[config.mk]
export PLATFORM = sky130hd
export DESIGN_NAME = tps_cmd_queue
export DESIGN_NICKNAME = d
export VERILOG_FILES = /design/src/tps_pkg.sv /design/src/tps_cmd_queue.sv
export SDC_FILE = /design/constraint.sdc
export NUM_CORES = 1
export LEC_CHECK = 0
export BUFFER_PORTS_ARGS = -buffer_cell sky130_fd_sc_hd__buf_2
export CELL_PAD_IN_SITES_DETAIL_PLACEMENT = 0
export CELL_PAD_IN_SITES_GLOBAL_PLACEMENT = 1
export CORE_MARGIN = 1.5
export CORE_UTILIZATION = 45
export DETAILED_ROUTE_END_ITERATION = 8
export GPL_TIMING_DRIVEN = 0
export PLACE_DENSITY_LB_ADDON = 0.3
export SLEW_MARGIN = 15
export SYNTH_ARGS = -nofsm -noshare
export SYNTH_HDL_FRONTEND = slang
export SYNTH_SLANG_ARGS = --single-unit
[constraint.sdc]
create_clock -name aclk -period 2.8 [get_ports aclk]
set_input_delay 0.28 -clock aclk [delete_from_list [all_inputs] [get_ports aclk]]
set_output_delay 0.28 -clock aclk [all_outputs]
set_load 0.01 [all_outputs]
[src/tps_pkg.sv]
// shared types, constants and the cordic angle table for the turtle path stepper
package tps_pkg;

    localparam int COORD_WIDTH_DEF = 24;

    localparam int SYM_W      = 8;
    localparam int STEP_W     = 16;
    localparam int TURN_W     = 17;
    localparam int START_W    = 16;
    localparam int HEAD_W     = 17;
    localparam int CFG_ADDR_W = 8;
    localparam int CFG_DATA_W = 17;

    localparam logic [STEP_W-1:0]  STEP_LENGTH_RST = 16'd2560;
    localparam logic [TURN_W-1:0]  TURN_ANGLE_RST  = 17'd23040;
    localparam logic [START_W-1:0] START_RST       = 16'd0;

    // heading arithmetic, degrees * 256
    localparam logic [HEAD_W:0] FULL_TURN = 18'd92160;

    // cordic datapath: x/y in q2.30 with guard bits, angle in degrees * 65536
    localparam int CORDIC_STEPS = 16;
    localparam int ITER_W       = 4;
    localparam int CORD_W       = 34;
    localparam int ANG_W        = 27;
    localparam int TRIG_W       = 32;
    localparam int PROD_W       = 49;
    localparam int DISP_W       = 19;
    localparam int SUM_W        = 34;

    localparam logic signed [CORD_W-1:0] CORDIC_GAIN = 34'sd652032874;
    localparam logic signed [ANG_W-1:0]  DEG90       = 27'sd5898240;
    localparam logic signed [ANG_W-1:0]  DEG180      = 27'sd11796480;
    localparam logic signed [ANG_W-1:0]  DEG360      = 27'sd23592960;
    localparam logic signed [PROD_W-1:0] ROUND_HALF  = 49'sd536870912;

    localparam logic [SYM_W-1:0] SYM_DRAW  = 8'h46;
    localparam logic [SYM_W-1:0] SYM_LEFT  = 8'h2B;
    localparam logic [SYM_W-1:0] SYM_RIGHT = 8'h2D;

    localparam int QUEUE_DEPTH = 4;
    localparam int QUEUE_PTR_W = 2;

    typedef enum logic [1:0] {
        OP_NOP,
        OP_DRAW,
        OP_LEFT,
        OP_RIGHT
    } tps_op_t;

    typedef struct packed {
        tps_op_t op;
        logic    first;
    } tps_cmd_t;

    typedef enum logic [CFG_ADDR_W-1:0] {
        REG_STEP_LENGTH = 8'd0,
        REG_TURN_ANGLE  = 8'd1,
        REG_START_X     = 8'd2,
        REG_START_Y     = 8'd3
    } tps_reg_t;

    typedef enum logic [2:0] {
        ST_IDLE,
        ST_ROTATE,
        ST_SCALE,
        ST_SUM,
        ST_EMIT
    } tps_state_t;

    function automatic logic signed [ANG_W-1:0] atan_entry(input logic [ITER_W-1:0] idx);
        logic signed [ANG_W-1:0] v;
        case (idx)
            4'd0:    v = 27'sd2949120;
            4'd1:    v = 27'sd1740967;
            4'd2:    v = 27'sd919879;
            4'd3:    v = 27'sd466945;
            4'd4:    v = 27'sd234379;
            4'd5:    v = 27'sd117304;
            4'd6:    v = 27'sd58666;
            4'd7:    v = 27'sd29335;
            4'd8:    v = 27'sd14668;
            4'd9:    v = 27'sd7334;
            4'd10:   v = 27'sd3667;
            4'd11:   v = 27'sd1833;
            4'd12:   v = 27'sd917;
            4'd13:   v = 27'sd458;
            4'd14:   v = 27'sd229;
            4'd15:   v = 27'sd115;
            default: v = 27'sd0;
        endcase
        return v;
    endfunction

endpackage

[src/tps_cmd_queue.sv]
// short command queue between the front end and the execution back end
module tps_cmd_queue (
    input  logic              aclk,
    input  logic              aresetn,
    input  logic              in_valid,
    output logic              in_ready,
    input  tps_pkg::tps_cmd_t in_cmd,
    output logic              out_valid,
    input  logic              out_ready,
    output tps_pkg::tps_cmd_t out_cmd
);
    import tps_pkg::*;

    tps_cmd_t                 entry_reg [QUEUE_DEPTH];
    logic [QUEUE_PTR_W-1:0]   wr_ptr_reg, wr_ptr_next;
    logic [QUEUE_PTR_W-1:0]   rd_ptr_reg, rd_ptr_next;
    logic [QUEUE_PTR_W:0]     count_reg, count_next;
    logic                     push, pop;

    assign in_ready  = (count_reg != QUEUE_DEPTH[QUEUE_PTR_W:0]);
    assign out_valid = (count_reg != '0);
    assign out_cmd   = entry_reg[rd_ptr_reg];
    assign push      = in_valid && in_ready;
    assign pop       = out_valid && out_ready;

    always_comb begin
        wr_ptr_next = push ? wr_ptr_reg + 1'b1 : wr_ptr_reg;
        rd_ptr_next = pop ? rd_ptr_reg + 1'b1 : rd_ptr_reg;
        count_next  = count_reg;
        if (push && !pop) begin
            count_next = count_reg + 1'b1;
        end else if (pop && !push) begin
            count_next = count_reg - 1'b1;
        end
    end

    always_ff @(posedge aclk) begin
        if (!aresetn) begin
            wr_ptr_reg <= '0;
            rd_ptr_reg <= '0;
            count_reg  <= '0;
        end else begin
            wr_ptr_reg <= wr_ptr_next;
            rd_ptr_reg <= rd_ptr_next;
            count_reg  <= count_next;
        end
        if (push) begin
            entry_reg[wr_ptr_reg] <= in_cmd;
        end
    end

endmodule

======== After elaboration in Yosys (flattened, before gate mapping) ========
Memories as Yosys holds them, arrays and structs flattened. A register that Yosys moved wholly into a read port is not among the register bits.
Cells that the tools add are included.
cells by class
  eq/ne operators ......................... 1
  $add $sub $neg .......................... 4
  multiplexer cells ....................... 6
  reduce and logical (&&, ||, !) cells .... 8
operator list
  operator                                                             count
  3-bit 2-to-1 mux                                                     2
  2-bit by 1-bit adder with 2-bit output (second input constant)       2
  1-bit logical AND                                                    4
  2-bit 2-to-1 mux                                                     2
  3-bit by 1-bit adder with 3-bit output (second input constant)       1
  3-bit inequality test (second input constant)                        1
  3-bit nonzero test                                                   1
  3-bit by 1-bit subtractor with 3-bit output (second input constant)  1
  1-bit logical NOT                                                    2
  1-bit 2-to-1 mux                                                     2
  2-bit nonzero test                                                   1
word-level totals
  memories ................................ 1
  bits of input ports ..................... 7
  register bits ........................... 7
  output and inout port bits .............. 5
  bits in writable memories ............... 12
memories
  name       depth  width  rd ports  clocked after memory_dff  write ports  RTL line             source
  entry_reg  4      3      1         1                         1            tps_cmd_queue.sv:14  tps_cmd_t entry_reg [QUEUE_DEPTH];

======== Logic depth before layout (Yosys ltp) ========
  depth in word-level cells ............... 6
  depth in mapped cells ................... 8
  depth with buffers taken out ............ 8

======== Worst setup path before layout ========
OpenSTA, ideal clock, no wires.
  path type ............................... flip-flop to flip-flop
  start point ............................. reg count_reg[0]
  end point ............................... reg count_reg[2]
  clock period less this slack ............ 2.105 ns
  path slack .............................. 0.695 ns
  arrival time ............................ 2.029 ns
  buffers on the path ..................... 0
  stages on the path, launching flop included .. 9
  data required time ...................... 2.724 ns
  cells stage by stage .................... dfxtp_1 > nor2_2 > a21boi_2 > ha_1 > inv_1 > fa_1 > xor2_1 > or3_1 > a21boi_0
between the ends
  cells in the longest elaborated chain, start to end .. 5
  elaborated cells on any way between the ends .. 13
  classes of those cells .................. add/sub: 2; eq/ne: 1; mux: 2; reduce/logical: 8
RTL lines
  item                          RTL line             source
  start: declaration            tps_cmd_queue.sv:17  logic [QUEUE_PTR_W:0] count_reg, count_next;
  start signal: assignment      tps_cmd_queue.sv:45  count_reg <= count_next;
  3-bit inequality test *       tps_cmd_queue.sv:20  assign in_ready = (count_reg != QUEUE_DEPTH[QUEUE_PTR_W:0]);
  1-bit logical AND *           tps_cmd_queue.sv:23  assign push = in_valid && in_ready;
  via push                      tps_cmd_queue.sv:18  logic push, pop;
  1-bit logical NOT             tps_cmd_queue.sv:32  end else if (pop && !push) begin
  1-bit logical AND             tps_cmd_queue.sv:32
  2-bit nonzero test (no line)  --
Mark *: on every way through the listed nets, which the timed path passes. The rest lies on a longest branch. The select of a mux whose other input is x is not followed.
A chain may end at the register's enable or synchronous reset.

======== Final worst setup path ========
Ends and elaborated chain as after synthesis.

==> results.cfg <==
[logic_synthesis]
ys_types = 22
syn_area_um2 = 932.1
async_flop_share_pct = 0
yosysMostFrequentCell = edfxtp_1
synth_ff_type = edfxtp_1
synth_common_cells = 12 x edfxtp_1, 9 x dfxtp_1, 5 x ha_1, 5 x nand2_1
synth_nets = 76
netlist_top_cells_area = edfxtp_1 39%, dfxtp_1 19%, mux4_2 7.2%
yosysTopAreaCellShare_pct = 38.66
ys_warn_count = 0
yosysSeqAreaShare_pct = 57.99
synth_area_leader_cell = edfxtp_1
ys_ff_latch = 21
synthesis.instances = 63
synth_edf_count = 12
syn_area_per_cell_um2 = 14.80

[cells_and_area]
synthToLayoutAreaGrowth_pct = 11.95
fin_area_um2 = 1044
fin_cells = 104
fin_nets = 91
largest_reg_flops = 12
layout-drive-gt1-share_pct = 33.77
diodes = 0

[power_and_ir_drop]
leakagePower_nw = 0.3935
ir_drop_uv = 384.9
power_density_nw_per_um2 = 836.5

[route]
wl_per_cell_um = 13.36
dr.first_iter.drc_count = 3
finalWirelength_um = 1389
vias = 492
first_pass_iters = 2
drc_errors = 0
vias_per_cell = 4.731
drtAntennaViolNets = 0

[global_route]
grt_pass1_vias = 493
antenna_found_initial = 0
grt_pass1_wl_um = 2339
grt-ovfl-total = 0
grt_max_degree = 13
grt_usage_pct = 14.04

[timing]
tns_ns = 0
slew_violations = 0
max_freq_mhz = 431.5
finalClockSkew_ns = 0.001076
relSlewSlack_pct = 75.65
tightest_slew_ns = 0.3647
final.period_utilization_pct = 82.77
setup_viol = 0
finalHoldViolations = 0
rsz0062_at_grt = no
min_period_ns = 2.318

[placement]
numPortBuffers = 10
place_hpwl_um = 1063
dpl_cell_area_um2 = 1016
numPlacedInstances = 100
place_congestion = 0.6954

[clock_network]
cts_resized = 0
h-tree-depth = 1
clk_pin_slew_ns = 0.11
cts_made_buffers = 3
cts_setup_buffers = 0
clock-root-buffer = clkbuf_4
postCtsHoldBufs = 0
cts_tree = yes
cts_max_path_buffers = 2
cts_num_sinks = 21
clock_latency_ns = 0.30

[floorplan]
die_h_um = 48.51
ios = 12
die-area_um2 = 2353
start_util_pct = 47.51
dieWidth_um = 48.51
fp-row-count = 16
core-area_um2 = 1962

[setup_path]
cp-end-kind = flip-flop
worst_setup_path_start_kind = flip-flop
cp_max_fo = 7
arrival_ns = 2.56
crit_required_ns = 3.04
path_class = flip-flop to flip-flop

[status]
status = complete, no violations

[hold_path]
hold_class = input pin to flip-flop

[run]
max_cap_violations = 0
==> area by class of cell <==
type	instances	area, um^2
Clock inverter	1	5.005
Buffer	1	3.754
Timing Repair Buffer	10	50.05
Inverter	3	11.26
Sequential cell	21	540.5
Fill cell	185	918.4
Tap cell	27	33.78
Multi-Input combinational cell	38	376.6
Clock buffer	3	22.52
==> worst paths after layout <==
kind / from / slack (ns) / cells past startpoint / end
max: count_reg[0]$_SDFFE_PN0P_ / 0.48 / 8 / count_reg[2]$_SDFFE_PN0P_
min: in_cmd[1] / 0.19 / 1 / entry_reg[2][1]$_DFFE_PP_
max reg2reg: count_reg[0]$_SDFFE_PN0P_ / 0.48 / 8 / count_reg[2]$_SDFFE_PN0P_
min reg2reg: wr_ptr_reg[1]$_SDFFE_PN0P_ / 0.51 / 2 / wr_ptr_reg[1]$_SDFFE_PN0P_
==> placed cells by master, fill, tap and decap left out, drive strengths merged, types with 2 or more instances in the layout <==
cell type / instances
dfxtp: 9
xnor2: 3
or3: 2
inv: 3
nand2: 5
a21boi: 2
ha: 5
edfxtp: 12
mux2i: 3
and2: 8
buf: 10
clkbuf: 4
mux4: 3
==> metal layers <==
metal  part of all wire (%)  GRT usage (%)  wire, um  vias to the layer above
met1                     44          16.42       614                      227
li1                       -              -         -                      253
met3                    3.5          5.556        49                        4
met2                     50          23.15       700                        8
met4                    1.8          5.714        25                        0
met5                      0              0         0                        -
==> through the flow <==
stage / total power [mW] / setup slack, ns / hold slack (ns) / util (%)
6_report: 0.8729 / 0.4823 / 0.1908 / 53.19
5_1_grt: 0.9380 / 0.3096 / 0.1728 / 53.19
4_1_cts: 0.8850 / 0.4697 / 0.1867 / 53.19
3_5_place_dp: 0.7423 / 0.4998 / 0.4914 / 51.79
3_3_place_gp: 0.7311 / 0.5454 / 0.4881 / 51.79
2_1_floorplan: 0.6626 / 0.6955 / 0.3789 / -
==> cells by family (layout without fill, tap and decap cells) <==
group                    Yosys count  count (layout)  synth area share, %
adder cells (fa/ha/maj)            6               6                8.859
buffers and inverters              4              18                1.610
multiplexers                       6               6                10.47
AO/OA/AOI/OAI                      5               5                6.577
XOR/XNOR                           4               4                3.759
AND/OR/NAND/NOR                   17              17                10.74
flip-flops                        21              21                57.99
==> power breakdown <==
part           internal [mW]  switching (mW)  leakage [nW]  total (mW)
logic                  0.154           0.118         0.192       0.273
registers              0.386          0.0715         0.184       0.457
clock network         0.0533          0.0899        0.0177       0.143
==> critical path, stage by stage (launching register included) <==
cell and delay [ns]:
dfxtp_1 0.56, nor2_2 0.09, a21boi_2 0.33, ha_1 0.24, inv_1 0.06, fa_1 0.37, xor2_1 0.16, or3_1 0.29
a21boi_0 0.15
Power figures use the tool's default switching activity.
