[config.mk]
export PLATFORM = sky130hd
export DESIGN_NAME = tps_front
export DESIGN_NICKNAME = d
export VERILOG_FILES = /design/src/tps_pkg.sv /design/src/tps_front.sv
export SDC_FILE = /design/constraint.sdc
export NUM_CORES = 1
export LEC_CHECK = 0
export ABC_AREA = 1
export BUFFER_PORTS_ARGS = -buffer_cell sky130_fd_sc_hd__buf_2
export CORE_AREA = 2 2 39 41
export CTS_CLUSTER_SIZE = 40
export DETAILED_ROUTE_END_ITERATION = 10
export DIE_AREA = 0 0 41 43
export HOLD_SLACK_MARGIN = 0.05
export PLACE_DENSITY_LB_ADDON = 0.2
export SLEW_MARGIN = 20
export SYNTH_ARGS = -nofsm -noshare
export SYNTH_HDL_FRONTEND = slang
export SYNTH_SLANG_ARGS = --single-unit
[constraint.sdc]
create_clock -name aclk -period 1 [get_ports aclk]
set_input_delay 0.1 -clock aclk [delete_from_list [all_inputs] [get_ports aclk]]
set_output_delay 0.1 -clock aclk [all_outputs]
set_load 0.05 [all_outputs]
[src/tps_pkg.sv]
// shared types, constants and the cordic angle table for the turtle path stepper
package tps_pkg;

    localparam int COORD_WIDTH_DEF = 24;

    localparam int SYM_W      = 8;
    localparam int STEP_W     = 16;
    localparam int TURN_W     = 17;
    localparam int START_W    = 16;
    localparam int HEAD_W     = 17;
    localparam int CFG_ADDR_W = 8;
    localparam int CFG_DATA_W = 17;

    localparam logic [STEP_W-1:0]  STEP_LENGTH_RST = 16'd2560;
    localparam logic [TURN_W-1:0]  TURN_ANGLE_RST  = 17'd23040;
    localparam logic [START_W-1:0] START_RST       = 16'd0;

    // heading arithmetic, degrees * 256
    localparam logic [HEAD_W:0] FULL_TURN = 18'd92160;

    // cordic datapath: x/y in q2.30 with guard bits, angle in degrees * 65536
    localparam int CORDIC_STEPS = 16;
    localparam int ITER_W       = 4;
    localparam int CORD_W       = 34;
    localparam int ANG_W        = 27;
    localparam int TRIG_W       = 32;
    localparam int PROD_W       = 49;
    localparam int DISP_W       = 19;
    localparam int SUM_W        = 34;

    localparam logic signed [CORD_W-1:0] CORDIC_GAIN = 34'sd652032874;
    localparam logic signed [ANG_W-1:0]  DEG90       = 27'sd5898240;
    localparam logic signed [ANG_W-1:0]  DEG180      = 27'sd11796480;
    localparam logic signed [ANG_W-1:0]  DEG360      = 27'sd23592960;
    localparam logic signed [PROD_W-1:0] ROUND_HALF  = 49'sd536870912;

    localparam logic [SYM_W-1:0] SYM_DRAW  = 8'h46;
    localparam logic [SYM_W-1:0] SYM_LEFT  = 8'h2B;
    localparam logic [SYM_W-1:0] SYM_RIGHT = 8'h2D;

    localparam int QUEUE_DEPTH = 4;
    localparam int QUEUE_PTR_W = 2;

    typedef enum logic [1:0] {
        OP_NOP,
        OP_DRAW,
        OP_LEFT,
        OP_RIGHT
    } tps_op_t;

    typedef struct packed {
        tps_op_t op;
        logic    first;
    } tps_cmd_t;

    typedef enum logic [CFG_ADDR_W-1:0] {
        REG_STEP_LENGTH = 8'd0,
        REG_TURN_ANGLE  = 8'd1,
        REG_START_X     = 8'd2,
        REG_START_Y     = 8'd3
    } tps_reg_t;

    typedef enum logic [2:0] {
        ST_IDLE,
        ST_ROTATE,
        ST_SCALE,
        ST_SUM,
        ST_EMIT
    } tps_state_t;

    function automatic logic signed [ANG_W-1:0] atan_entry(input logic [ITER_W-1:0] idx);
        logic signed [ANG_W-1:0] v;
        case (idx)
            4'd0:    v = 27'sd2949120;
            4'd1:    v = 27'sd1740967;
            4'd2:    v = 27'sd919879;
            4'd3:    v = 27'sd466945;
            4'd4:    v = 27'sd234379;
            4'd5:    v = 27'sd117304;
            4'd6:    v = 27'sd58666;
            4'd7:    v = 27'sd29335;
            4'd8:    v = 27'sd14668;
            4'd9:    v = 27'sd7334;
            4'd10:   v = 27'sd3667;
            4'd11:   v = 27'sd1833;
            4'd12:   v = 27'sd917;
            4'd13:   v = 27'sd458;
            4'd14:   v = 27'sd229;
            4'd15:   v = 27'sd115;
            default: v = 27'sd0;
        endcase
        return v;
    endfunction

endpackage

[src/tps_front.sv]
// front end: accepts command bytes, classifies them and drops those with no effect
module tps_front (
    input  logic                          aclk,
    input  logic                          aresetn,
    input  logic                          s_tvalid,
    output logic                          s_tready,
    input  logic [tps_pkg::SYM_W-1:0]     s_tdata,   // symbol
    input  logic                          s_tuser,   // first
    output logic                          cmd_valid,
    input  logic                          cmd_ready,
    output tps_pkg::tps_cmd_t             cmd
);
    import tps_pkg::*;

    logic     cmd_valid_reg, cmd_valid_next;
    tps_cmd_t cmd_reg, cmd_next;
    tps_op_t  op;
    logic     accept;

    always_comb begin
        case (s_tdata)
            SYM_DRAW:  op = OP_DRAW;
            SYM_LEFT:  op = OP_LEFT;
            SYM_RIGHT: op = OP_RIGHT;
            default:   op = OP_NOP;
        endcase
    end

    assign s_tready = !cmd_valid_reg || cmd_ready;
    assign accept   = s_tvalid && s_tready;

    always_comb begin
        cmd_next       = cmd_reg;
        cmd_valid_next = cmd_valid_reg && !cmd_ready;
        // an ignored symbol only matters when it restarts the pen
        if (accept && (op != OP_NOP || s_tuser)) begin
            cmd_valid_next = 1'b1;
            cmd_next.op    = op;
            cmd_next.first = s_tuser;
        end
    end

    always_ff @(posedge aclk) begin
        if (!aresetn) begin
            cmd_valid_reg <= 1'b0;
        end else begin
            cmd_valid_reg <= cmd_valid_next;
        end
        cmd_reg <= cmd_next;
    end

    assign cmd_valid = cmd_valid_reg;
    assign cmd       = cmd_reg;

endmodule

=== After elaboration in Yosys (flattened, before gate mapping) ===
Index checks and enable logic that the tools add are counted.

* Flip-flop bits (word level): 4
* Input port bits: 13
* Output and inout bits: 5
* Logic and storage cells: 16

* Equality and inequality tests: 3
* Muxes and demuxes: 2
* Reduce and logical (&&, ||, !) cells: 8

{| class="wikitable"
|+ Operators with widths
! cell !! count
|-
| $eq 8x6->1 const B || 2
|-
| $eq 8x7->1 const B || 1
|-
| $pmux 2 s3 || 1
|-
| $logic_and 1x1->1 || 3
|-
| $logic_not 1->1 || 2
|-
| $logic_or 1x1->1 || 2
|-
| $reduce_bool 2->1 || 1
|-
| $mux 1 || 1
|}

=== Longest topological paths before layout ===
* Word-level depth: 6
* Gate-level depth with buffers: 7
* Depth with buffers taken out: 7

=== Least setup slack after synthesis ===
Ideal clock, no wire load.

* Path type: register to register
* Start: register cmd_valid_reg (netlist: cmd_valid)
* End: register cmd_valid_reg (netlist: cmd_valid)
* Setup time: 72 ps
* Arrival time: 1,376 ps
* Data required time: 928 ps
* Slack: -449 ps
* Stages on the path, launching flop included: 3
* Path buffers: 0
* Clock period less this slack: 1,449 ps
* Cell sequence: dfxtp_1 -> nand2_1 -> a21oi_2

* Cells in the longest elaborated chain, start to end: 5
* Elaborated cells between the ends (all ways): 6
* Classes of those cells: mux: 1; reduce/logical: 5

{| class="wikitable"
|+ Ends and longest elaborated chain
! what !! RTL line !! text
|-
| start: declaration || tps_front.sv:15 || <nowiki>logic cmd_valid_reg, cmd_valid_next;</nowiki>
|-
| start signal: assignment || tps_front.sv:47 || <nowiki>cmd_valid_reg <= cmd_valid_next;</nowiki>
|-
| $logic_not 1->1 || tps_front.sv:29 || <nowiki>assign s_tready = !cmd_valid_reg || cmd_ready;</nowiki>
|-
| $logic_or 1x1->1 || tps_front.sv:29 ||
|-
| net s_tready || tps_front.sv:6 || <nowiki>output logic s_tready,</nowiki>
|-
| $logic_and 1x1->1 || tps_front.sv:30 || <nowiki>assign accept = s_tvalid && s_tready;</nowiki>
|-
| $logic_and 1x1->1 || tps_front.sv:36 || <nowiki>if (accept && (op != OP_NOP || s_tuser)) begin</nowiki>
|-
| $mux 1 || tps_front.sv:36 ||
|}

The timed path passes the listed nets, and every way through them passes these cells.
A chain may end at the register's enable or synchronous reset.

=== Worst setup path in the final report ===
* Start: register cmd_valid_reg (netlist: cmd_valid)
* End: output s_tready

* Cells in the longest elaborated chain, start to end: 2

{| class="wikitable"
|+ Ends and longest elaborated chain
! what !! RTL line
|-
| $logic_not 1->1 || tps_front.sv:29
|-
| $logic_or 1x1->1 || tps_front.sv:29
|-
| end: declaration || tps_front.sv:6
|}

Every way passes these cells.

==> results.md <==
- WL/cell: 6.32 um
- H-Tree Depth: 1
- # fillers: 163
- Synthesized cell area: 298 sq um
- Insertion delay to the later sink of the worst-skew pair: 0.23 ns
- Clock skew: 0.00221 ns
- Clock tree root buffer cell: sky130_fd_sc_hd__clkbuf_4
- Worst-path clk slew: 0.04 ns
- Largest cells by area after synthesis: sky130_fd_sc_hd__edfxtp_1, sky130_fd_sc_hd__inv_1, sky130_fd_sc_hd__nand2_1
- Starting DRC count in detailed routing: 1
- Total nets after synthesis: 52
- Count of unresolved DRC violations after routing: 0
- Met3 Routed Length: 27 um
- Nets@finish: 75
- Die area: 0.00176 sq mm
- Count of final setup violators: 0
- Total clock buffers created by CTS: 3
- Worst reg2reg path startpoint: cmd_valid
- Count of port buffers added during placement: 17
- Row count: 14
- Crit path kind: flop to output pin
- Non-filler instance count after layout: 77
- Clock tree from TritonCTS: built
- Total number of yosys warnings: 0
- Time the final worst path needs with I/O delays and setup: 0.953 ns
- Worst setup path start: cmd_valid
- Remaining max-slew budget at the tightest pin: 83.5%
- Die Height: 43 um
- Cells after synthesis: 39
- Synthesis-to-layout area growth: 49.6%
- Antenna violations before repair: 0
- Reg2reg setup slack: 0.08 ns
- Sink Count: 4
- Worst-Margin Slew: 0.249 ns
- Top-area cell type share of the netlist area: 30.3%
- Core area: 0.00138 sq mm
- Utilization after layout: 32.2%
- Distinct cell type count of the synthesized netlist: 13
- Total gr overflow: 0
- Avg Synthesized Cell Area: 7.64 sq um
- Wire length of the first global-routing pass: 841 um
- Hold Crit Start: s_tuser
- Flip-flop count of the largest register, all copies and words added: 3
- Sequential element share of the synthesized area: 37.0%
- Share of the clock period used by the worst path: 95.3%
- Kind of launch point of the worst setup path: flop
- Critical path required time: 0.90 ns
- Critical path endpoint: s_tready
- Register area: 114 sq um
- Number of cells on the worst reg-to-reg path: 3
- Max rail drop VDD: 270 uV
- CP Capture Type: output pin
- Vias per Instance: 3.53
- Routed length on met2: 258 um
- Fraction of final layout cells sized beyond drive strength 1: 60.7%
- Commonest cells after routing, fill and taps aside: sky130_fd_sc_hd__buf_2, sky130_fd_sc_hd__inv_1, sky130_fd_sc_hd__nand2_1, sky130_fd_sc_hd__nand2_2
- Maximum clock insertion buffer count: 2
- Maximum fanout encountered on the critical timing path: 3
- Count of pins over their slew limit: 0
- Length of the first detailed-routing pass in iterations: 4
- Arrival time at the worst endpoint: 0.85 ns
- Result of the run: finished, final reports clean
- Post-DP HPWL: 434 um
- Met1 Routed Length: 201 um
- Leakage power figure: 0.000249 uW
- Post-CTS setup repair buffer count: 0
- Initial standard-cell utilization of the core: 21.5%
- Number of inserted diodes: 0
- Routed via count: 272
- Library cell occupying the most area in the post-synthesis netlist: sky130_fd_sc_hd__edfxtp_1
- I/O pin count: 18
- Overall power consumption: 533 uW
- Number of routed nets with antenna violations: 0
- Placer congestion estimate: 0.691
- Routed wire length: 487 um
- Final Hold Vio Count: 0
- End of the worst register-to-register path: cmd[0]
- Die X: 41 um
- Setup repair after global routing missed its margin: false
- Largest net degree at the start of global routing: 4
- Number of global-route vias before repair: 255
- Hold/Removal Path Class: input pin to flop
- Most frequent standard cell in the layout excluding fill and tap cells: sky130_fd_sc_hd__buf_2
- Number of placed instances with taps included: 73
- Total power density per cell area: 1200 mW/mm^2
- Timing-limited maximum frequency: 1050 MHz
- Uppermost metal layer occupied by signal nets: met3
- Max-cap violations: 0
- Flip-flop and latch count after synthesis: 4
- Area of the multi-input gates: 141 sq um
- Combined global-route utilization of all metal layers: 7.65%
## metrics by stage
step	cell area, sq um	setup TNS [ns]	worst slack, ns	hold slack [ns]
finish	445	0	0.0475	0.0658
global route	445	0	0.0206	0.0635
CTS	445	0	0.0350	0.0603
detailed placement	417	-0.0245	-0.00819	0.305
global placement	417	-0.0561	-0.0187	0.302
floorplan	304	0	0.0214	0.199
## repair_timing
action | 4_1_cts | 5_1_grt
hold buffers | 0 | 0
setup endpoints to repair | 1 | 0
resized for setup | 1 | 0
endpoints found under the hold margin | 0 | 0
## area by class of cell
type | instances | area share (%)
clock buffers | 4 | 5.90
inverters | 13 | 11.0
multi-input cells | 22 | 31.7
flip-flops and latches | 4 | 25.6
well taps | 16 | 4.49
repair buffers | 18 | 21.3
## cell usage after synthesis
cell and count:
sky130_fd_sc_hd__dfxtp_1 1, sky130_fd_sc_hd__nor2_1 1, sky130_fd_sc_hd__nand3_2 2, sky130_fd_sc_hd__nor2_4 1, sky130_fd_sc_hd__nand2_2 4, sky130_fd_sc_hd__inv_2 2
sky130_fd_sc_hd__nor2_2 2, sky130_fd_sc_hd__a21boi_4 1, sky130_fd_sc_hd__edfxtp_1 3, sky130_fd_sc_hd__a21oi_2 1, sky130_fd_sc_hd__nand2_1 9, sky130_fd_sc_hd__o21ai_1 1
sky130_fd_sc_hd__inv_1 11
## worst max-delay path, stage by stage, from the launching register on
cell	delay (ns)
sky130_fd_sc_hd__dfxtp_4	0.35
sky130_fd_sc_hd__nand2_2	0.08
sky130_fd_sc_hd__buf_4	0.19
## logic make-up after synthesis
family                 share of synthesized area [%]
buffers and inverters                           16.4
and+or+nand+nor                                 35.7
AOI/OAI and AO/OA                               10.9
DFF                                             37.0
## where the power goes
group / total [uW] / internal (uW) / switching, uW / leakage [uW]
registers: 191 / 187 / 4.17 / 0.0000359
clock network: 218 / 150 / 67.9 / 0.0000150
logic: 124 / 46.4 / 77.7 / 0.000198
total: 533 / 383 / 150 / 0.000249
## worst min path at each step
stage	slack, ns	endpoint	cells past startpoint
2_1_floorplan	0.20	cmd[0]	0
3_3_place_gp	0.30	cmd[0]	1
3_5_place_dp	0.30	cmd[0]	1
4_1_cts	0.06	cmd[0]	1
5_1_grt	0.06	cmd[0]	1
6_report	0.07	cmd[0]	1
## per-layer routing
metal,vias up,GRT usage [%]
li1,157,-
met1,106,7.12
met2,9,11.3
met3,0,0
met4,0,12.0
met5,-,0
Note: power is estimated with default switching activity, not from simulation.
