[config.mk]
export PLATFORM = sky130hd
export DESIGN_NAME = tps_back
export DESIGN_NICKNAME = d
export VERILOG_FILES = /design/src/tps_pkg.sv /design/src/tps_back.sv
export SDC_FILE = /design/constraint.sdc
export NUM_CORES = 2
export LEC_CHECK = 0
export ABC_AREA = 1
export ABC_CLOCK_PERIOD_IN_PS = 9890
export BUFFER_PORTS_ARGS = -buffer_cell sky130_fd_sc_hd__buf_2
export CAP_MARGIN = 20
export CORE_AREA = 3 3 373 338
export DETAILED_ROUTE_END_ITERATION = 8
export DIE_AREA = 0 0 376 341
export PLACE_DENSITY = 0.71
export SLEW_MARGIN = 25
export SYNTH_ARGS = -nofsm -noshare
export SYNTH_HDL_FRONTEND = slang
export SYNTH_SLANG_ARGS = --single-unit
[constraint.sdc]
create_clock -name aclk -period 9.89 [get_ports aclk]
set_clock_uncertainty 0.05 [all_clocks]
set_input_delay 1.4835 -clock aclk [delete_from_list [all_inputs] [get_ports aclk]]
set_output_delay 1.4835 -clock aclk [all_outputs]
set_load 0.05 [all_outputs]
[src/tps_pkg.sv]
// shared types, constants and the cordic angle table for the turtle path stepper
package tps_pkg;

    localparam int COORD_WIDTH_DEF = 24;

    localparam int SYM_W      = 8;
    localparam int STEP_W     = 16;
    localparam int TURN_W     = 17;
    localparam int START_W    = 16;
    localparam int HEAD_W     = 17;
    localparam int CFG_ADDR_W = 8;
    localparam int CFG_DATA_W = 17;

    localparam logic [STEP_W-1:0]  STEP_LENGTH_RST = 16'd2560;
    localparam logic [TURN_W-1:0]  TURN_ANGLE_RST  = 17'd23040;
    localparam logic [START_W-1:0] START_RST       = 16'd0;

    // heading arithmetic, degrees * 256
    localparam logic [HEAD_W:0] FULL_TURN = 18'd92160;

    // cordic datapath: x/y in q2.30 with guard bits, angle in degrees * 65536
    localparam int CORDIC_STEPS = 16;
    localparam int ITER_W       = 4;
    localparam int CORD_W       = 34;
    localparam int ANG_W        = 27;
    localparam int TRIG_W       = 32;
    localparam int PROD_W       = 49;
    localparam int DISP_W       = 19;
    localparam int SUM_W        = 34;

    localparam logic signed [CORD_W-1:0] CORDIC_GAIN = 34'sd652032874;
    localparam logic signed [ANG_W-1:0]  DEG90       = 27'sd5898240;
    localparam logic signed [ANG_W-1:0]  DEG180      = 27'sd11796480;
    localparam logic signed [ANG_W-1:0]  DEG360      = 27'sd23592960;
    localparam logic signed [PROD_W-1:0] ROUND_HALF  = 49'sd536870912;

    localparam logic [SYM_W-1:0] SYM_DRAW  = 8'h46;
    localparam logic [SYM_W-1:0] SYM_LEFT  = 8'h2B;
    localparam logic [SYM_W-1:0] SYM_RIGHT = 8'h2D;

    localparam int QUEUE_DEPTH = 4;
    localparam int QUEUE_PTR_W = 2;

    typedef enum logic [1:0] {
        OP_NOP,
        OP_DRAW,
        OP_LEFT,
        OP_RIGHT
    } tps_op_t;

    typedef struct packed {
        tps_op_t op;
        logic    first;
    } tps_cmd_t;

    typedef enum logic [CFG_ADDR_W-1:0] {
        REG_STEP_LENGTH = 8'd0,
        REG_TURN_ANGLE  = 8'd1,
        REG_START_X     = 8'd2,
        REG_START_Y     = 8'd3
    } tps_reg_t;

    typedef enum logic [2:0] {
        ST_IDLE,
        ST_ROTATE,
        ST_SCALE,
        ST_SUM,
        ST_EMIT
    } tps_state_t;

    function automatic logic signed [ANG_W-1:0] atan_entry(input logic [ITER_W-1:0] idx);
        logic signed [ANG_W-1:0] v;
        case (idx)
            4'd0:    v = 27'sd2949120;
            4'd1:    v = 27'sd1740967;
            4'd2:    v = 27'sd919879;
            4'd3:    v = 27'sd466945;
            4'd4:    v = 27'sd234379;
            4'd5:    v = 27'sd117304;
            4'd6:    v = 27'sd58666;
            4'd7:    v = 27'sd29335;
            4'd8:    v = 27'sd14668;
            4'd9:    v = 27'sd7334;
            4'd10:   v = 27'sd3667;
            4'd11:   v = 27'sd1833;
            4'd12:   v = 27'sd917;
            4'd13:   v = 27'sd458;
            4'd14:   v = 27'sd229;
            4'd15:   v = 27'sd115;
            default: v = 27'sd0;
        endcase
        return v;
    endfunction

endpackage

[src/tps_back.sv]
// back end: pen and heading state, iterative cordic, scaling and the result register
module tps_back #(
    parameter int COORD_WIDTH = tps_pkg::COORD_WIDTH_DEF,
    parameter int TDATA_W     = 120
) (
    input  logic                           aclk,
    input  logic                           aresetn,
    input  logic [tps_pkg::STEP_W-1:0]     step_length,
    input  logic [tps_pkg::TURN_W-1:0]     turn_angle,
    input  logic [tps_pkg::START_W-1:0]    start_x,
    input  logic [tps_pkg::START_W-1:0]    start_y,
    input  logic                           cmd_valid,
    output logic                           cmd_ready,
    input  tps_pkg::tps_cmd_t              cmd,
    output logic                           m_tvalid,
    input  logic                           m_tready,
    output logic [TDATA_W-1:0]             m_tdata
);
    import tps_pkg::*;

    localparam longint CMAX_L = (longint'(1) <<< (COORD_WIDTH - 1)) - 1;
    localparam logic signed [SUM_W-1:0] CMAX = SUM_W'(CMAX_L);
    localparam logic signed [SUM_W-1:0] CMIN = SUM_W'(-CMAX_L - 1);

    tps_state_t state_reg, state_next;
    logic signed [COORD_WIDTH-1:0] pen_x_reg, pen_x_next, pen_y_reg, pen_y_next;
    logic [HEAD_W-1:0]             heading_reg, heading_next;
    logic signed [CORD_W-1:0]      cx_reg, cx_next, cy_reg, cy_next;
    logic signed [ANG_W-1:0]       z_reg, z_next;
    logic                          flip_reg, flip_next;
    logic [ITER_W-1:0]             iter_reg, iter_next;
    logic signed [PROD_W-1:0]      prod_x_reg, prod_x_next, prod_y_reg, prod_y_next;
    logic signed [COORD_WIDTH-1:0] to_x_reg, to_x_next, to_y_reg, to_y_next;
    logic                          m_valid_reg, m_valid_next;
    logic [TDATA_W-1:0]            m_data_reg, m_data_next;

    // combinational helpers
    logic signed [COORD_WIDTH-1:0] base_x, base_y;
    logic [HEAD_W-1:0]             base_head;
    logic [HEAD_W:0]               turn_red, head_sum;
    logic signed [ANG_W-1:0]       z_init;
    logic signed [CORD_W-1:0]      xs, ys, cx_fl, cy_fl;
    logic signed [TRIG_W-1:0]      cos_v, sin_v;
    logic signed [PROD_W-1:0]      rx, ry;
    logic signed [SUM_W-1:0]       dx, dy, sx, sy, px, py, nx, ny;

    function automatic logic signed [SUM_W-1:0] sat_coord(input logic signed [SUM_W-1:0] v);
        logic signed [SUM_W-1:0] r;
        if (v > CMAX) begin
            r = CMAX;
        end else if (v < CMIN) begin
            r = CMIN;
        end else begin
            r = v;
        end
        return r;
    endfunction

    always_comb begin
        sx = {{(SUM_W-START_W-8){start_x[START_W-1]}}, start_x, 8'd0};
        sy = {{(SUM_W-START_W-8){start_y[START_W-1]}}, start_y, 8'd0};
        px = {{(SUM_W-COORD_WIDTH){pen_x_reg[COORD_WIDTH-1]}}, pen_x_reg};
        py = {{(SUM_W-COORD_WIDTH){pen_y_reg[COORD_WIDTH-1]}}, pen_y_reg};

        // restart applies before the command itself
        if (cmd.first) begin
            base_x    = COORD_WIDTH'(sat_coord(sx));
            base_y    = COORD_WIDTH'(sat_coord(sy));
            base_head = '0;
        end else begin
            base_x    = pen_x_reg;
            base_y    = pen_y_reg;
            base_head = heading_reg;
        end

        turn_red = {1'b0, turn_angle};
        if (turn_red >= FULL_TURN) begin
            turn_red = turn_red - FULL_TURN;
        end
        if (cmd.op == OP_LEFT) begin
            head_sum = {1'b0, base_head} + turn_red;
        end else begin
            head_sum = {1'b0, base_head} + FULL_TURN - turn_red;
        end
        if (head_sum >= FULL_TURN) begin
            head_sum = head_sum - FULL_TURN;
        end

        z_init = {2'b00, base_head, 8'd0};
        if (z_init > DEG180) begin
            z_init = z_init - DEG360;
        end

        xs = cx_reg >>> iter_reg;
        ys = cy_reg >>> iter_reg;

        cx_fl = flip_reg ? -cx_reg : cx_reg;
        cy_fl = flip_reg ? -cy_reg : cy_reg;
        cos_v = cx_fl[TRIG_W-1:0];
        sin_v = cy_fl[TRIG_W-1:0];

        rx = prod_x_reg + ROUND_HALF;
        ry = prod_y_reg + ROUND_HALF;
        dx = {{(SUM_W-DISP_W){rx[PROD_W-1]}}, rx[PROD_W-1:PROD_W-DISP_W]};
        dy = {{(SUM_W-DISP_W){ry[PROD_W-1]}}, ry[PROD_W-1:PROD_W-DISP_W]};
        nx = sat_coord(px + dx);
        ny = sat_coord(py - dy);
    end

    always_comb begin
        state_next   = state_reg;
        pen_x_next   = pen_x_reg;
        pen_y_next   = pen_y_reg;
        heading_next = heading_reg;
        cx_next      = cx_reg;
        cy_next      = cy_reg;
        z_next       = z_reg;
        flip_next    = flip_reg;
        iter_next    = iter_reg;
        prod_x_next  = prod_x_reg;
        prod_y_next  = prod_y_reg;
        to_x_next    = to_x_reg;
        to_y_next    = to_y_reg;
        m_valid_next = m_valid_reg && !m_tready;
        m_data_next  = m_data_reg;
        cmd_ready    = 1'b0;

        case (state_reg)
            ST_IDLE: begin
                cmd_ready = 1'b1;
                if (cmd_valid) begin
                    pen_x_next   = base_x;
                    pen_y_next   = base_y;
                    heading_next = base_head;
                    case (cmd.op)
                        OP_LEFT, OP_RIGHT: begin
                            heading_next = head_sum[HEAD_W-1:0];
                        end
                        OP_DRAW: begin
                            cx_next   = CORDIC_GAIN;
                            cy_next   = '0;
                            iter_next = '0;
                            // fold into [-90, 90] degrees, negate the result afterwards
                            if (z_init > DEG90) begin
                                z_next    = z_init - DEG180;
                                flip_next = 1'b1;
                            end else if (z_init < -DEG90) begin
                                z_next    = z_init + DEG180;
                                flip_next = 1'b1;
                            end else begin
                                z_next    = z_init;
                                flip_next = 1'b0;
                            end
                            state_next = ST_ROTATE;
                        end
                        default: begin
                        end
                    endcase
                end
            end
            ST_ROTATE: begin
                if (!z_reg[ANG_W-1]) begin
                    cx_next = cx_reg - ys;
                    cy_next = cy_reg + xs;
                    z_next  = z_reg - atan_entry(iter_reg);
                end else begin
                    cx_next = cx_reg + ys;
                    cy_next = cy_reg - xs;
                    z_next  = z_reg + atan_entry(iter_reg);
                end
                iter_next = iter_reg + 1'b1;
                if (iter_reg == ITER_W'(CORDIC_STEPS - 1)) begin
                    state_next = ST_SCALE;
                end
            end
            ST_SCALE: begin
                prod_x_next = $signed({1'b0, step_length}) * cos_v;
                prod_y_next = $signed({1'b0, step_length}) * sin_v;
                state_next  = ST_SUM;
            end
            ST_SUM: begin
                to_x_next  = nx[COORD_WIDTH-1:0];
                to_y_next  = ny[COORD_WIDTH-1:0];
                state_next = ST_EMIT;
            end
            ST_EMIT: begin
                if (!m_valid_reg || m_tready) begin
                    m_valid_next = 1'b1;
                    m_data_next  = TDATA_W'({heading_reg, to_y_reg, to_x_reg,
                                             pen_y_reg, pen_x_reg});
                    pen_x_next   = to_x_reg;
                    pen_y_next   = to_y_reg;
                    state_next   = ST_IDLE;
                end
            end
            default: begin
                state_next = ST_IDLE;
            end
        endcase
    end

    always_ff @(posedge aclk) begin
        if (!aresetn) begin
            state_reg   <= ST_IDLE;
            pen_x_reg   <= '0;
            pen_y_reg   <= '0;
            heading_reg <= '0;
            m_valid_reg <= 1'b0;
        end else begin
            state_reg   <= state_next;
            pen_x_reg   <= pen_x_next;
            pen_y_reg   <= pen_y_next;
            heading_reg <= heading_next;
            m_valid_reg <= m_valid_next;
        end
        cx_reg     <= cx_next;
        cy_reg     <= cy_next;
        z_reg      <= z_next;
        flip_reg   <= flip_next;
        iter_reg   <= iter_next;
        prod_x_reg <= prod_x_next;
        prod_y_reg <= prod_y_next;
        to_x_reg   <= to_x_next;
        to_y_reg   <= to_y_next;
        m_data_reg <= m_data_next;
    end

    assign m_tvalid = m_valid_reg;
    assign m_tdata  = m_data_reg;

endmodule
* Yosys cells after proc, flatten, opt, wreduce, memory -nomap -nowiden *
Memories as Yosys holds them, arrays and structs flattened. A register that Yosys moved wholly into a read port is not among the register bits.
Cells that the tools add are included.

word-level totals
  latch bits = 0
  bits in registers = 428
  output and inout port bits = 122
  bits in writable memories = 0
  memory bits (read-only) = 704
  memories = 2

operators by class
  reductions and logical operators = 14
  shift-type cells = 2
  equality and inequality tests = 13
  bitwise operators = 0
  $add $sub $neg = 21
  order comparisons = 13
  mux-type cells = 54
  div/mod/pow operators = 0
  $mul = 2

memories
  name              depth  width  rd ports  clocked after Yosys merged registers in  write ports  line           RTL
  (name not given)  16     22     1         1                                        0            tps_pkg.sv:73  case (idx)
  (name not given)  16     22     1         1                                        0            tps_pkg.sv:73

operators with widths
  cell                      number
  $mux W24                  12
  $mux W27                  10
  $mux W34                  6
  $pmux W34 S2              2
  $add A49 B31 Y49 const B  2
  $mul A17 B32 Y49          2
  $pmux W24 S2              2
  $gt A25 B24 Y1 const B    3
  $add A34 B34 Y34          2
  $sshr A34 B4 Y34          2
  $sub A34 B34 Y34          2
  $mux W32                  2
  $neg A32 Y32              2
  $pmux W27 S2              1
  $mux W17                  3
  $lt A25 B24 Y1 const B    2
  $gt A24 B24 Y1 const B    2
  $lt A24 B24 Y1 const B    2
  $mux W18                  2
  $add A27 B25 Y27 const B  1
  $add A27 B27 Y27          1
  $gt A27 B24 Y1 const B    1
  $lt A27 B24 Y1 const B    1
  $sub A27 B25 Y27 const B  1
  other kinds (34)          53

* Logic depth before layout (Yosys ltp) *
  depth after elaboration = 9
  mapped depth = 38
  depth with buffers taken out = 38

* Worst setup path after synthesis *
No wires, ideal clock.

  path kind = input -> register
  start = input cmd[1] (netlist name)
  end = register with a tool-made name
  setup slack = 0.942 ns
  cell stages on the path = 12
  data required time = 9.710 ns
  arrival time = 8.768 ns
  library setup time = 0.130 ns
  cells stage by stage = inv_1 > nor2_1 > nand2_1 > a21oi_1 > inv_1 > a21oi_1 > inv_1 > ha_1 > inv_1 > nor2_1 > o21ai_0 > o21ai_0

RTL lines
  what                line            RTL
  start: declaration  tps_back.sv:14  input tps_pkg::tps_cmd_t cmd,

* Worst setup path after layout *
  start = register cx_reg[1]
  end = register prod_x_reg[41] (data pin)

between the ends
  cells in the longest elaborated chain, start to end = 3

ends and longest elaborated chain
  what                      line             RTL
  start: declaration        tps_back.sv:28   logic signed [CORD_W-1:0] cx_reg, cx_next, cy_reg, cy_next;
  start signal: assignment  tps_back.sv:216  cx_reg <= cx_next;
  $neg A32 Y32              tps_back.sv:97   cx_fl = flip_reg ? -cx_reg : cx_reg;
  $mux W32 *                tps_back.sv:97
  $mul A17 B32 Y49 *        tps_back.sv:177  prod_x_next = $signed({1'b0, step_length}) * cos_v;
  end signal: assignment    tps_back.sv:221  prod_x_reg <= prod_x_next;
  end: declaration          tps_back.sv:32   logic signed [PROD_W-1:0] prod_x_reg, prod_x_next, prod_y_reg, prod_y_next;

Mark *: on every way between the ends. The rest lies on a longest branch, timed or not.
A chain may end at the register's enable or synchronous reset.

==> results.toml <==
[routing]
viasPerCell = 5.656
wl_mm = 211.0
routedWlPerCell_um = 20.10
dr.first_iter.drc_count = 5840
dr.pass1.iters = 8
drc = 0
vias = 59370
antenna_left = 0

[yosys]
synth_top_cell_area_share_pct = 29.29
synth_area_leaders = "fa_1 (29%), edfxtp_1 (13%), nand2_1 (10%)"
synthTopCellsByCount = "nand2_1 (1796), inv_1 (1773), nor2_1 (982)"
ys_warn_count = 0
synth_top_area_cell = "fa_1"
synthCells = 8780
synth_edf_count = 301
synth_most_common_cell = "nand2_1"
yosysSeqAreaShare_pct = 16.20
ys_async_sr_fraction_pct = 0
syn_area_mm2 = 0.06705
syn_avg_cell_area_um2 = 7.637
synth_cell_type_count = 64
synth.ff_latch_count = 392
synth_ff_type = "edfxtp_1"

[sta]
finalCritPeriodShare_pct = 91.25
finalMaxSlewViolations = 0
fin_setup_tns_ns = 0
min_period_ns = 9.025
maxSlewHeadroom_pct = 17.22
worst_pin_slew_ns = 1.242
fmax_mhz = 110.8
rsz0062_at_grt = "false"
setup_violations = 0
hold_viol_final = 0

[grt]
grt_pass1_vias = 59670
grt_usage_pct = 33.10
grt_pass1_wl_mm = 333.6
grt_start_max_net_pins = 101
overflow = 0
antenna_found_initial = 4

[clock_network]
cts-root-buf = "clkbuf_16"
cts_resized = 0
cts_num_sinks = 392
clock_path_buffers = 3
cts_made_buffers = 47
cts.clk_slew.worst_paths_ns = 0.06
h-tree-depth = 2
hold_buffers = 0
tritoncts = "done"
postCtsSetupRepairBufs = 0
clkLatencyLatePin_ns = 0.64

[critical_path]
arrival_ns = 9.34
max_stage_delay_ns = 0.84
startpoint_type = "flip-flop"
cp-startpoint = "cx_reg[1]"
worstSetupPathType = "reg -> reg"
crit_required_ns = 10.21
crit_slowest_cell = "xor2_1"
crit_path_end_kind = "flip-flop"
path_common_cell = "inv_1"
reg2reg_from = "cx_reg[1]"
critPathMaxFanout = 7

[hold_path]
hp-class = "reg -> reg"
hold_start = "heading_reg[0]"

[die]
die_h_um = 341
row_count = 122
fp.dieW_um = 376
die_area_mm2 = 0.1282
core_mm2 = 0.1226
io_pins = 194
initial_core_util_pct = 54.70

[placement]
io_buffer_count = 186
gp_congestion = 1.122
place_hpwl_mm = 170.1

[layout]
area_delta_synth_final_pct = 6.152
final_nets = 10340
largest_register_ffs = 113
drive_above_1_share_pct = 5.572

[run_status]
status = "complete, no violations"

[flow_run]
maxCapViolCount = 0
## placed cells by master (no fill, tap or decap), drive strengths merged, types with 91 or more instances in the layout
| cell type | instances |
|---|---|
| fa | 981 |
| o21ai | 466 |
| dfxtp | 91 |
| nor2 | 1010 |
| nand2 | 1807 |
| a21oi | 453 |
| inv | 1796 |
| xor2 | 177 |
| edfxtp | 301 |
| nand3 | 427 |
| buf | 275 |
| ha | 442 |
## worst max-delay path, delay by kind of cell, from the launching register on
kind	cells	cell delay, ns
AO/OA/AOI/OAI	5	1.18
XOR/XNOR	2	1.06
adder cells (fa/ha/maj)	8	3.44
buffers and inverters	7	0.82
flip-flops	1	0.48
AND/OR/NAND/NOR	8	1.73
## layer usage
metal  share of wire (%)  GRT usage, %
met5               0.020             0
met1                  43         46.73
met4                 3.8         11.09
met3                  11         8.254
met2                  43         49.91
## layout make-up
cell class,instances,area (um^2)
flip-flops and latches,392,10860
fillers,11460,51400
diodes,1,2.502
repair buffers,275,1624
clock inverters,33,356.6
multi-input cells,6315,48280
well taps,1612,2017
clock buffers,55,1227
inverters,1813,6807
## metrics by stage
stage	hold slack, ns	area (um^2)	worst slack, ns	utilization [%]	std cells
2_1_floorplan	0.3582	67080	0.9417	-	8786
3_3_place_gp	0.3753	69580	0.9334	56.76	10410
3_5_place_dp	0.3741	69580	1.090	56.77	10410
4_1_cts	0.3676	71170	1.051	58.06	10500
5_1_grt	0.3766	71180	0.4482	58.07	10500
6_report	0.3689	71180	0.8655	58.07	10500
## kinds of logic after synthesis
| family | share of synthesized area [%] |
|---|---|
| xor+xnor | 3.377 |
| flops | 16.20 |
| other cells | 0.005593 |
| compound gates | 9.670 |
| fa+ha+maj | 37.54 |
| buf+inv | 11.93 |
| simple gates | 21.28 |
## path summary, 6_finish.rpt
| check | to | slack [ns] | depth (start not counted) |
|---|---|---|---|
| worst min register to register | m_tdata[96] | 0.37 | 0 |
| worst min-delay path | m_tdata[96] | 0.37 | 0 |
| worst max register to register | prod_x_reg[41] | 0.87 | 30 |
| worst max-delay path | prod_x_reg[41] | 0.87 | 30 |
Power is left out: the tool's default activity adds up to more than one toggle a clock period on the data nets, which glitch-free logic cannot reach.
